File: config.mk
export PLATFORM = sky130hd
export DESIGN_NAME = varint_sign_folded_decoder_top
export DESIGN_NICKNAME = d
export VERILOG_FILES = /design/src/design/vsfd_pkg.sv /design/src/design/vsfd_fold.sv /design/src/design/varint_sign_folded_decoder_top.sv
export SDC_FILE = /design/constraint.sdc
export NUM_CORES = 1
export LEC_CHECK = 0
export ABC_AREA = 1
export BUFFER_PORTS_ARGS = -buffer_cell sky130_fd_sc_hd__buf_2
export CAP_MARGIN = 20
export CORE_ASPECT_RATIO = 0.75
export CORE_MARGIN = 2
export CORE_UTILIZATION = 35
export DETAILED_ROUTE_END_ITERATION = 16
export PLACE_DENSITY = 0.6
export SYNTH_ARGS = -nofsm -noshare
export SYNTH_HDL_FRONTEND = slang
export SYNTH_SLANG_ARGS = --single-unit
File: constraint.sdc
create_clock -name clk -period 4.46 [get_ports clk]
set_input_delay 0.223 -clock clk [delete_from_list [all_inputs] [get_ports clk]]
set_output_delay 0.223 -clock clk [all_outputs]
set_load 0.01 [all_outputs]
File: src/design/vsfd_pkg.sv
// package for the sign-folded varint decoder
// constants and decode kind codes shared by the top level and the fold unit
`timescale 1ns / 1ps

package vsfd_pkg;

  localparam int unsigned BYTE_W  = 8;
  localparam int unsigned GROUP_W = 7;
  localparam int unsigned VALUE_W = 64;
  localparam int unsigned COUNT_W = 4;
  localparam int unsigned KIND_W  = 2;

  // groups at this index and above add nothing
  localparam logic [3:0] GROUP_LIMIT = 4'd10;
  localparam logic [COUNT_W-1:0] COUNT_MAX = 4'd15;

  typedef enum logic [KIND_W-1:0] {
    KIND_S32 = 2'd0,
    KIND_S64 = 2'd1,
    KIND_U64 = 2'd2,
    KIND_U64_ALT = 2'd3
  } kind_t;

endpackage

File: src/design/vsfd_fold.sv
// output mapping of the sign-folded varint decoder
// depends on vsfd_pkg for widths and decode kind codes
`timescale 1ns / 1ps

module vsfd_fold (
  input  logic [vsfd_pkg::VALUE_W-1:0] acc,
  input  logic [vsfd_pkg::KIND_W-1:0]  kind,
  output logic [vsfd_pkg::VALUE_W-1:0] value
);
  import vsfd_pkg::*;

  logic [VALUE_W-1:0] half64;
  logic [VALUE_W-1:0] fold64;
  logic [31:0]        half32;
  logic [31:0]        fold32;

  always_comb begin
    // odd values: v-1 halved equals v halved, then negated
    half64 = acc >> 1;
    fold64 = acc[0] ? (VALUE_W'(0) - half64) : half64;
    half32 = acc[31:0] >> 1;
    fold32 = acc[0] ? (32'd0 - half32) : half32;
  end

  always_comb begin
    case (kind)
      KIND_S32: value = {{(VALUE_W-32){fold32[31]}}, fold32};
      KIND_S64: value = fold64;
      default:  value = acc;
    endcase
  end

endmodule

File: src/design/varint_sign_folded_decoder_top.sv
// top level of the sign-folded varint decoder
// depends on vsfd_pkg and vsfd_fold
`timescale 1ns / 1ps

// Decodes LEB128-style varints, one byte per item, and delivers one result
// item per value when a byte with bit 7 clear arrives. Each byte adds its low
// seven bits into a 64-bit accumulator at weight 128^k; groups past bit 63 are
// dropped. func on the final byte picks the mapping: 0 signed 32-bit, 1 signed
// 64-bit, 2 or 3 unsigned 64-bit. Signed modes map even v to v/2 and odd v to
// -(v-1)/2, sign-extended to 64 bits. byte_count saturates at 15. Throughput
// is one byte per cycle while in_ready is high: the accumulator update is a
// single shift-or, the finished value passes a stage register, then the fold
// and the result register. Ready drops only when both stages hold items the
// consumer has not taken.
module varint_sign_folded_decoder_top (
  input  logic                          clk,
  input  logic                          rst,
  input  logic                          in_valid,
  output logic                          in_ready,
  input  logic [vsfd_pkg::BYTE_W-1:0]   data_byte,
  input  logic [vsfd_pkg::KIND_W-1:0]   func,
  output logic                          out_valid,
  input  logic                          out_ready,
  output logic [vsfd_pkg::VALUE_W-1:0]  value,
  output logic [vsfd_pkg::COUNT_W-1:0]  byte_count
);
  import vsfd_pkg::*;

  // decode state
  logic [VALUE_W-1:0] accumulator;
  logic [3:0]         group_index;
  logic [COUNT_W-1:0] bytes_seen;

  // finished-value stage
  logic               mid_valid;
  logic [VALUE_W-1:0] mid_acc;
  logic [KIND_W-1:0]  mid_kind;
  logic [COUNT_W-1:0] mid_count;

  logic               in_fire;
  logic               final_byte;
  logic               out_free;
  logic               mid_move;
  logic [6:0]         shift_amt;
  logic [VALUE_W-1:0] group_bits;
  logic [VALUE_W-1:0] acc_next;
  logic [COUNT_W-1:0] count_next;
  logic [VALUE_W-1:0] fold_value;

  // pipeline flow control
  assign out_free   = !out_valid || out_ready;
  assign mid_move   = mid_valid && out_free;
  assign in_ready   = !mid_valid || out_free;
  assign in_fire    = in_valid && in_ready;
  assign final_byte = !data_byte[BYTE_W-1];

  // place the new group; groups never overlap earlier ones, so an or is an add
  always_comb begin
    shift_amt  = 7'(group_index) * 7'(GROUP_W);
    group_bits = VALUE_W'(data_byte[GROUP_W-1:0]) << shift_amt;
    if (group_index >= GROUP_LIMIT) begin
      acc_next = accumulator;
    end else begin
      acc_next = accumulator | group_bits;
    end
    count_next = (bytes_seen == COUNT_MAX) ? COUNT_MAX : bytes_seen + COUNT_W'(1);
  end

  // accumulator, group and byte counters
  always_ff @(posedge clk) begin
    if (rst) begin
      accumulator <= '0;
      group_index <= '0;
      bytes_seen  <= '0;
    end else if (in_fire) begin
      if (final_byte) begin
        accumulator <= '0;
        group_index <= '0;
        bytes_seen  <= '0;
      end else begin
        accumulator <= acc_next;
        if (group_index < GROUP_LIMIT) begin
          group_index <= group_index + 4'd1;
        end
        bytes_seen <= count_next;
      end
    end
  end

  // finished value waits here for the fold
  always_ff @(posedge clk) begin
    if (rst) begin
      mid_valid <= 1'b0;
    end else if (in_ready) begin
      mid_valid <= in_fire && final_byte;
    end
  end

  always_ff @(posedge clk) begin
    if (in_fire && final_byte) begin
      mid_acc   <= acc_next;
      mid_kind  <= func;
      mid_count <= count_next;
    end
  end

  vsfd_fold u_fold (
    .acc   (mid_acc),
    .kind  (mid_kind),
    .value (fold_value)
  );

  // result register
  always_ff @(posedge clk) begin
    if (rst) begin
      out_valid <= 1'b0;
    end else if (out_free) begin
      out_valid <= mid_valid;
    end
  end

  always_ff @(posedge clk) begin
    if (mid_move) begin
      value      <= fold_value;
      byte_count <= mid_count;
    end
  end

endmodule

# Word level (Yosys, flattened, before mapping)

Index checks and enable logic that the tools add are counted.

Flip-flop bits (word level): 212
Input bits: 14
Output and inout bits: 70
Word-level logic and storage cells: 41

Add/sub/neg operators: 4
Multiply operators: 1
Order comparisons: 2
Eq/ne operators: 3
Shift-type cells: 1
Multiplexer cells: 9
Bitwise operators: 1
Reduce and logical (&&, ||, !) cells: 10

Operator list:

| kind                                                 | number |
|---|---|
| two-way mux 64 bit                                   | 3 |
| case mux 64 bit (2 select lines)                     | 1 |
| bitwise OR 64 bit                                    | 1 |
| << shifter 7 x 7 -> 64 bit                           | 1 |
| subtractor 1 x 63 -> 64 bit (first input constant)   | 1 |
| two-way mux 32 bit                                   | 1 |
| subtractor 1 x 31 -> 32 bit (first input constant)   | 1 |
| two-way mux 4 bit                                    | 4 |
| adder 4 x 1 -> 4 bit (second input constant)         | 2 |
| multiplier 4 x 3 -> 7 bit (second input constant)    | 1 |
| equality test 4 bit (second input constant)          | 1 |
| >= comparator 4 bit (second input constant)          | 1 |
| < comparator 4 bit (second input constant)           | 1 |
| logical AND 1 bit                                    | 3 |
| logical NOT 1 bit                                    | 3 |
| equality test 2 x 1 -> 1 bit (second input constant) | 1 |
| logical NOT 2 bit                                    | 1 |
| logical OR 1 bit                                     | 2 |
| != test 2 x 1 -> 1 bit (second input constant)       | 1 |
| AND reduction 2 bit                                  | 1 |

# Depth between registers and ports, before layout

Depth after elaboration: 5
Depth in mapped cells: 11
Gate-level depth less buffers: 11

# Hierarchy

Synthesis repeated with hierarchy kept, for this count alone.

Cell total of the unflattened synthesis: 1244
Area, all modules: 10495.1 µm²

Modules (own cells, without submodules):

| module                         | instances | cells an instance | area an instance (µm²) | sequential area each (µm²) |
|---|---|---|---|---|
| varint_sign_folded_decoder_top | 1         | 561               | 7449.6                 | 5625.4 |
| vsfd_fold                      | 1         | 683               | 3045.4                 | 0.0 |

# Worst setup path before layout

No wires, ideal clock.

Path kind: flip-flop to flip-flop
From: register out_valid
To: register byte_count[0] (netlist bit) (enable)
Library setup time: 0.516 ns
Data arrival time: 3.690 ns
Data required time: 3.944 ns
Slack: 0.254 ns
Cell stages (with the launch flop): 2
Buffers on the path: 0
Period minus slack after synthesis: 4.206 ns
Cells stage by stage: dfxtp_1 a21oi_1

Word-level cells in the longest chain between the ends: 3

Ends and longest elaborated chain:

| what                   | RTL line                              | RTL |
|---|---|---|
| from (decl)            | varint_sign_folded_decoder_top.sv:22  | `output logic out_valid,` |
| from (signal assigned) | varint_sign_folded_decoder_top.sv:118 | `out_valid <= mid_valid;` |
| logical NOT 1 bit      | varint_sign_folded_decoder_top.sv:51  | `assign out_free = !out_valid \|\| out_ready;` |
| logical OR 1 bit       | varint_sign_folded_decoder_top.sv:51  |  |
| logical AND 1 bit      | varint_sign_folded_decoder_top.sv:52  | `assign mid_move = mid_valid && out_free;` |
| via mid_move           | varint_sign_folded_decoder_top.sv:43  | `logic mid_move;` |
| to (signal assigned)   | varint_sign_folded_decoder_top.sv:125 | `byte_count <= mid_count;` |
| to (decl)              | varint_sign_folded_decoder_top.sv:25  | `output logic [vsfd_pkg::COUNT_W-1:0] byte_count` |

The timed path passes the listed nets, and every way through them passes these cells.
A chain may end at the register's enable or synchronous reset.

# Worst setup path in the final report

From: register out_valid
To: register mid_acc[59] (enable)

Word-level cells in the longest chain between the ends: 5

Ends and longest elaborated chain:

| what                 | RTL line                              | RTL |
|---|---|---|
| logical NOT 1 bit    | varint_sign_folded_decoder_top.sv:51  |  |
| logical OR 1 bit     | varint_sign_folded_decoder_top.sv:51  |  |
| logical OR 1 bit     | varint_sign_folded_decoder_top.sv:53  | `assign in_ready = !mid_valid \|\| out_free;` |
| logical AND 1 bit    | varint_sign_folded_decoder_top.sv:54  | `assign in_fire = in_valid && in_ready;` |
| logical AND 1 bit    | varint_sign_folded_decoder_top.sv:100 | `if (in_fire && final_byte) begin` |
| to (signal assigned) | varint_sign_folded_decoder_top.sv:101 | `mid_acc <= acc_next;` |
| to (decl)            | varint_sign_folded_decoder_top.sv:36  | `logic [VALUE_W-1:0] mid_acc;` |

No other way between the ends.

==> results by stage <==
Clocking:
- The insertion delay of the later-clocked pin in the worst-skew pair is 540 ps.
- The number of buffers created by CTS is 23.
- The total clock sinks is 212.
- The longest clock path from root to sink contains 3 buffers.
- The TritonCTS clock tree is yes.
- In this run the number of H-tree levels came out at 1.
- The root buffer cell chosen for the clock tree is sky130_fd_sc_hd__clkbuf_16.
- Clock-pin slew was measured on the worst setup and hold paths at 60 ps.

Setup path:
- The startpoint identified for the worst register-to-register timing path is out_valid.
- Of all nets on the critical path, the largest fanout is 43.
- The worst setup path is launched from a register.
- The critical path goes through nand3_1, nand2_2, nor2_4, buf_4.
- STA classifies the critical path endpoint as a register.
- The worst reg2reg path depth is 4.
- For this design, the slowest cell found on the critical path is sky130_fd_sc_hd__nor2_4.
- The critical path buffer and inverter count is 1.
- The critical path's largest stage delay is 660 ps.
- Data on the critical path arrives at its endpoint at 2510 ps.
- Broken down by cell family, the worst path's largest delay share belongs to simple AND/OR/NAND/NOR gates.
- The critical path depth is 4.
- The first element of the critical path is out_valid.
- The critical setup path kind is register to register.
- At the worst endpoint, the required time is 4630 ps.

Global routing:
- The initial antenna violation count came to 0.
- Across every metal layer, demand over resource in global routing totals 0.201.
- The via count of the first global-routing pass was between 8000 and 9000.
- The wire length of the first global-routing pass is a little under 50000 um.
- The final global-route overflow total is 0.
- The pin count of the biggest net entering global routing is 74.

Timing:
- The final setup violation count is 0.
- For the final routed database, the setup TNS stands at 0 ps.
- The total count of hold-check failures in the final report is 0.
- The fraction of the cycle the final worst path needs is 0.524.
- The worst slew margin relative to its limit is 0.429.
- For the pin with the worst max-slew slack, the measured transition is 856 ps.
- The count of final max-slew check failures was 0.
- The hold slack is approximately 84 ps.
- Derived from the worst setup path, the maximum achievable clock frequency is 0.428 GHz.
- Setup repair after global routing left no endpoint under its margin.
- The largest clock skew in the final design is between 10 and 15 ps.
- The worst path in the final design needs a cycle of 2340 ps, including I/O delays and setup.

Logic synthesis:
- The cell taking the most area after synthesis is sky130_fd_sc_hd__edfxtp_1.
- A synthesized cell averages 8.14 sq um.
- The number of nets produced by synthesis is 1314.
- The proportion of register bits with asynchronous set or reset after synthesis is 0.
- Yosys printed 0 warnings.
- The portion of the post-synthesis area used by sequential elements is 0.533.
- The mapped netlist covers 10500 sq um.
- The top cell type's share of synthesized area is 0.393.
- The most frequently used flop master after synthesis is sky130_fd_sc_hd__edfxtp_1.
- The number of cells produced by synthesis is about 1300.
- The netlist uses 37 different library cells.
- In this run, synthesis produced a sequential element count of 212.
- The number of flops mapped to enable cells by yosys is about 140.
- Yosys attributes the largest share of cell area to sky130_fd_sc_hd__edfxtp_1, sky130_fd_sc_hd__dfxtp_1, sky130_fd_sc_hd__nand2_1.

Final layout:
- Summing all multi-input logic gate instances after layout gives 4150 sq um.
- The total of fill cells in the finished design is 3048.
- In the final layout, the share of cells above drive strength 1 is 0.117.
- The number of antenna cells inserted is 0.
- The area growth from synthesis to final layout is 15.8%.
- The register area is 5630 sq um.
- The final layout net count is 1391.
- The final standard cell utilization of the core is 0.408.

Drt:
- For this block, the routed nets add up to roughly 31000 um of wire.
- The residual antenna-violating net count after detailed routing is 0.
- The via-per-instance ratio is 5.01.
- Dividing the detail-routed wire length by the instance count gives 17.5 um.
- The number of iterations in the first detailed-routing pass is 7.
- The routed layout has approximately 9000 vias.
- The number of violations reported at the end of detailed-routing iteration 0 is ~860.
- The number of remaining DRC errors is 0.

Floorplanning:
- In this run the core area contains 55 standard-cell rows.
- The initial cell density of the core is 0.352.
- The count of boundary I/O pins is between 80 and 90.
- The die extent in y is 154 um.
- The area of the core is about 30000 sq um.
- The die covers between 30000 and 40000 sq um.
- Measured along the x axis, the die boundary spans slightly above 200 um.

Power:
- The cell leakage power is ~5 nW.
- The cell area power density is around 380 nW/um^2.
- The largest voltage drop on the vdd net is 0.253 mV.

Placed design:
- The placed wire-length estimate is between 20000 and 25000 um.
- The placer congestion estimate is 0.979.
- Port buffering added 83 buffers.

Job:
- The number of maximum-capacitance violations is 0.

Hold path:
- The hold-critical path depth is 2.
- The classification of the worst-slack hold path is primary input to register.
- The worst hold path begins at data_byte[0].

Status:
- The run finished with clean final reports.
sequential cells by signal, summed over array words and instances (netlist names):
register,count
accumulator,64
mid_acc,64
value,64
byte_count,4
bytes_seen,4
group_index,4
mid_count,4
mid_kind,2
mid_valid,1
out_valid,1
synth_stat cells, drive strengths merged, types with 2 or more instances:
library cell,instances
buf,22
a21oi,20
nor2,244
xnor2,2
o21ai,151
ha,4
clkbuf,22
nor3,4
o21bai,61
a22oi,4
inv,154
dfxtp,74
nand4,4
clkinv,2
nand3b,3
xor2,6
nand2,278
o22ai,8
edfxtp,138
nand3,89
area by class of cell:
class	count	area share
flip-flops and latches	212	0.461
inverters	156	0.0480
clock buffers	27	0.0484
repair buffers	96	0.0435
well taps	399	0.0409
multi-input cells	884	0.340
clock inverters	15	0.0184
where the power goes:
group | internal (mW) | switching (mW)
logic | 0.102 | 0.258
clock network | 1.25 | 0.815
registers | 2.15 | 0.0494
total | 3.51 | 1.12
worst paths after layout:
check / slack, ps / end
worst min-delay path: 80 / mid_acc[35]
worst max register to register: 2120 / mid_acc[59]
worst max-delay path: 2120 / mid_acc[59]
worst min register to register: 420 / byte_count[1]
repair_timing:
item	CTS	global route
resized for setup	0	0
endpoints found under the hold margin	8	0
setup buffers	0	0
hold buffers	4	0
worst register-to-register path: stages, from the launching register on:
cell and delay, ps:
sky130_fd_sc_hd__dfxtp_1 360, sky130_fd_sc_hd__nand3_1 150, sky130_fd_sc_hd__nand2_2 170, sky130_fd_sc_hd__nor2_4 660, sky130_fd_sc_hd__buf_4 620
metal layers:
metal,GRT usage,vias up,routed length [um]
met5,0,-,0
met2,0.280,355,12400
met3,0.0379,51,2410
met1,0.315,4143,15700
li1,-,4415,-
met4,0.0497,0,810
through the flow:
| step | worst slack (ps) | power (mW) | instance area (sq um) | std cells |
|---|---|---|---|---|
| final | 2120 | 4.63 | 12200 | 1789 |
| after global routing | 1910 | 4.80 | 12200 | 1789 |
| after CTS | 2100 | 4.67 | 12200 | 1788 |
| after detailed placement | 2100 | 2.60 | 11300 | 1742 |
| after global placement | 2150 | 2.59 | 11300 | 1742 |
| after floorplan | 254 | 2.47 | 10500 | 1296 |
cells by family (layout without fill, tap and decap cells):
group | count (synthesis) | count (layout) | share of synthesized area
simple gates | 625 | 625 | 0.241
xor+xnor | 8 | 8 | 0.00664
compound gates | 247 | 247 | 0.139
buf+inv | 200 | 294 | 0.0753
flops | 212 | 212 | 0.533
fa+ha+maj | 4 | 4 | 0.00475
placed cells by master (no fill, tap or decap), types with 4 or more instances in the layout:
cell type,Yosys,final
sky130_fd_sc_hd__a21oi_1,20,19
sky130_fd_sc_hd__a22oi_1,4,4
sky130_fd_sc_hd__buf_2,14,83
sky130_fd_sc_hd__buf_4,1,8
sky130_fd_sc_hd__bufinv_16,0,5
sky130_fd_sc_hd__clkbuf_1,22,4
sky130_fd_sc_hd__clkbuf_16,0,23
sky130_fd_sc_hd__clkinv_1,2,4
sky130_fd_sc_hd__clkinv_2,0,5
sky130_fd_sc_hd__dfxtp_1,74,74
sky130_fd_sc_hd__dlygate4sd3_1,0,4
sky130_fd_sc_hd__edfxtp_1,138,138
sky130_fd_sc_hd__ha_1,4,4
sky130_fd_sc_hd__inv_1,152,151
sky130_fd_sc_hd__nand2_1,273,273
sky130_fd_sc_hd__nand2_2,4,4
sky130_fd_sc_hd__nand3_1,88,88
sky130_fd_sc_hd__nand4_1,4,4
sky130_fd_sc_hd__nor2_1,235,234
sky130_fd_sc_hd__nor2_2,8,8
sky130_fd_sc_hd__nor3_1,4,4
sky130_fd_sc_hd__o21ai_0,129,129
sky130_fd_sc_hd__o21ai_1,10,10
sky130_fd_sc_hd__o21ai_2,12,11
sky130_fd_sc_hd__o21bai_1,61,61
sky130_fd_sc_hd__o22ai_1,8,8
sky130_fd_sc_hd__xor2_1,6,6
Note: power is estimated with default switching activity, not from simulation.
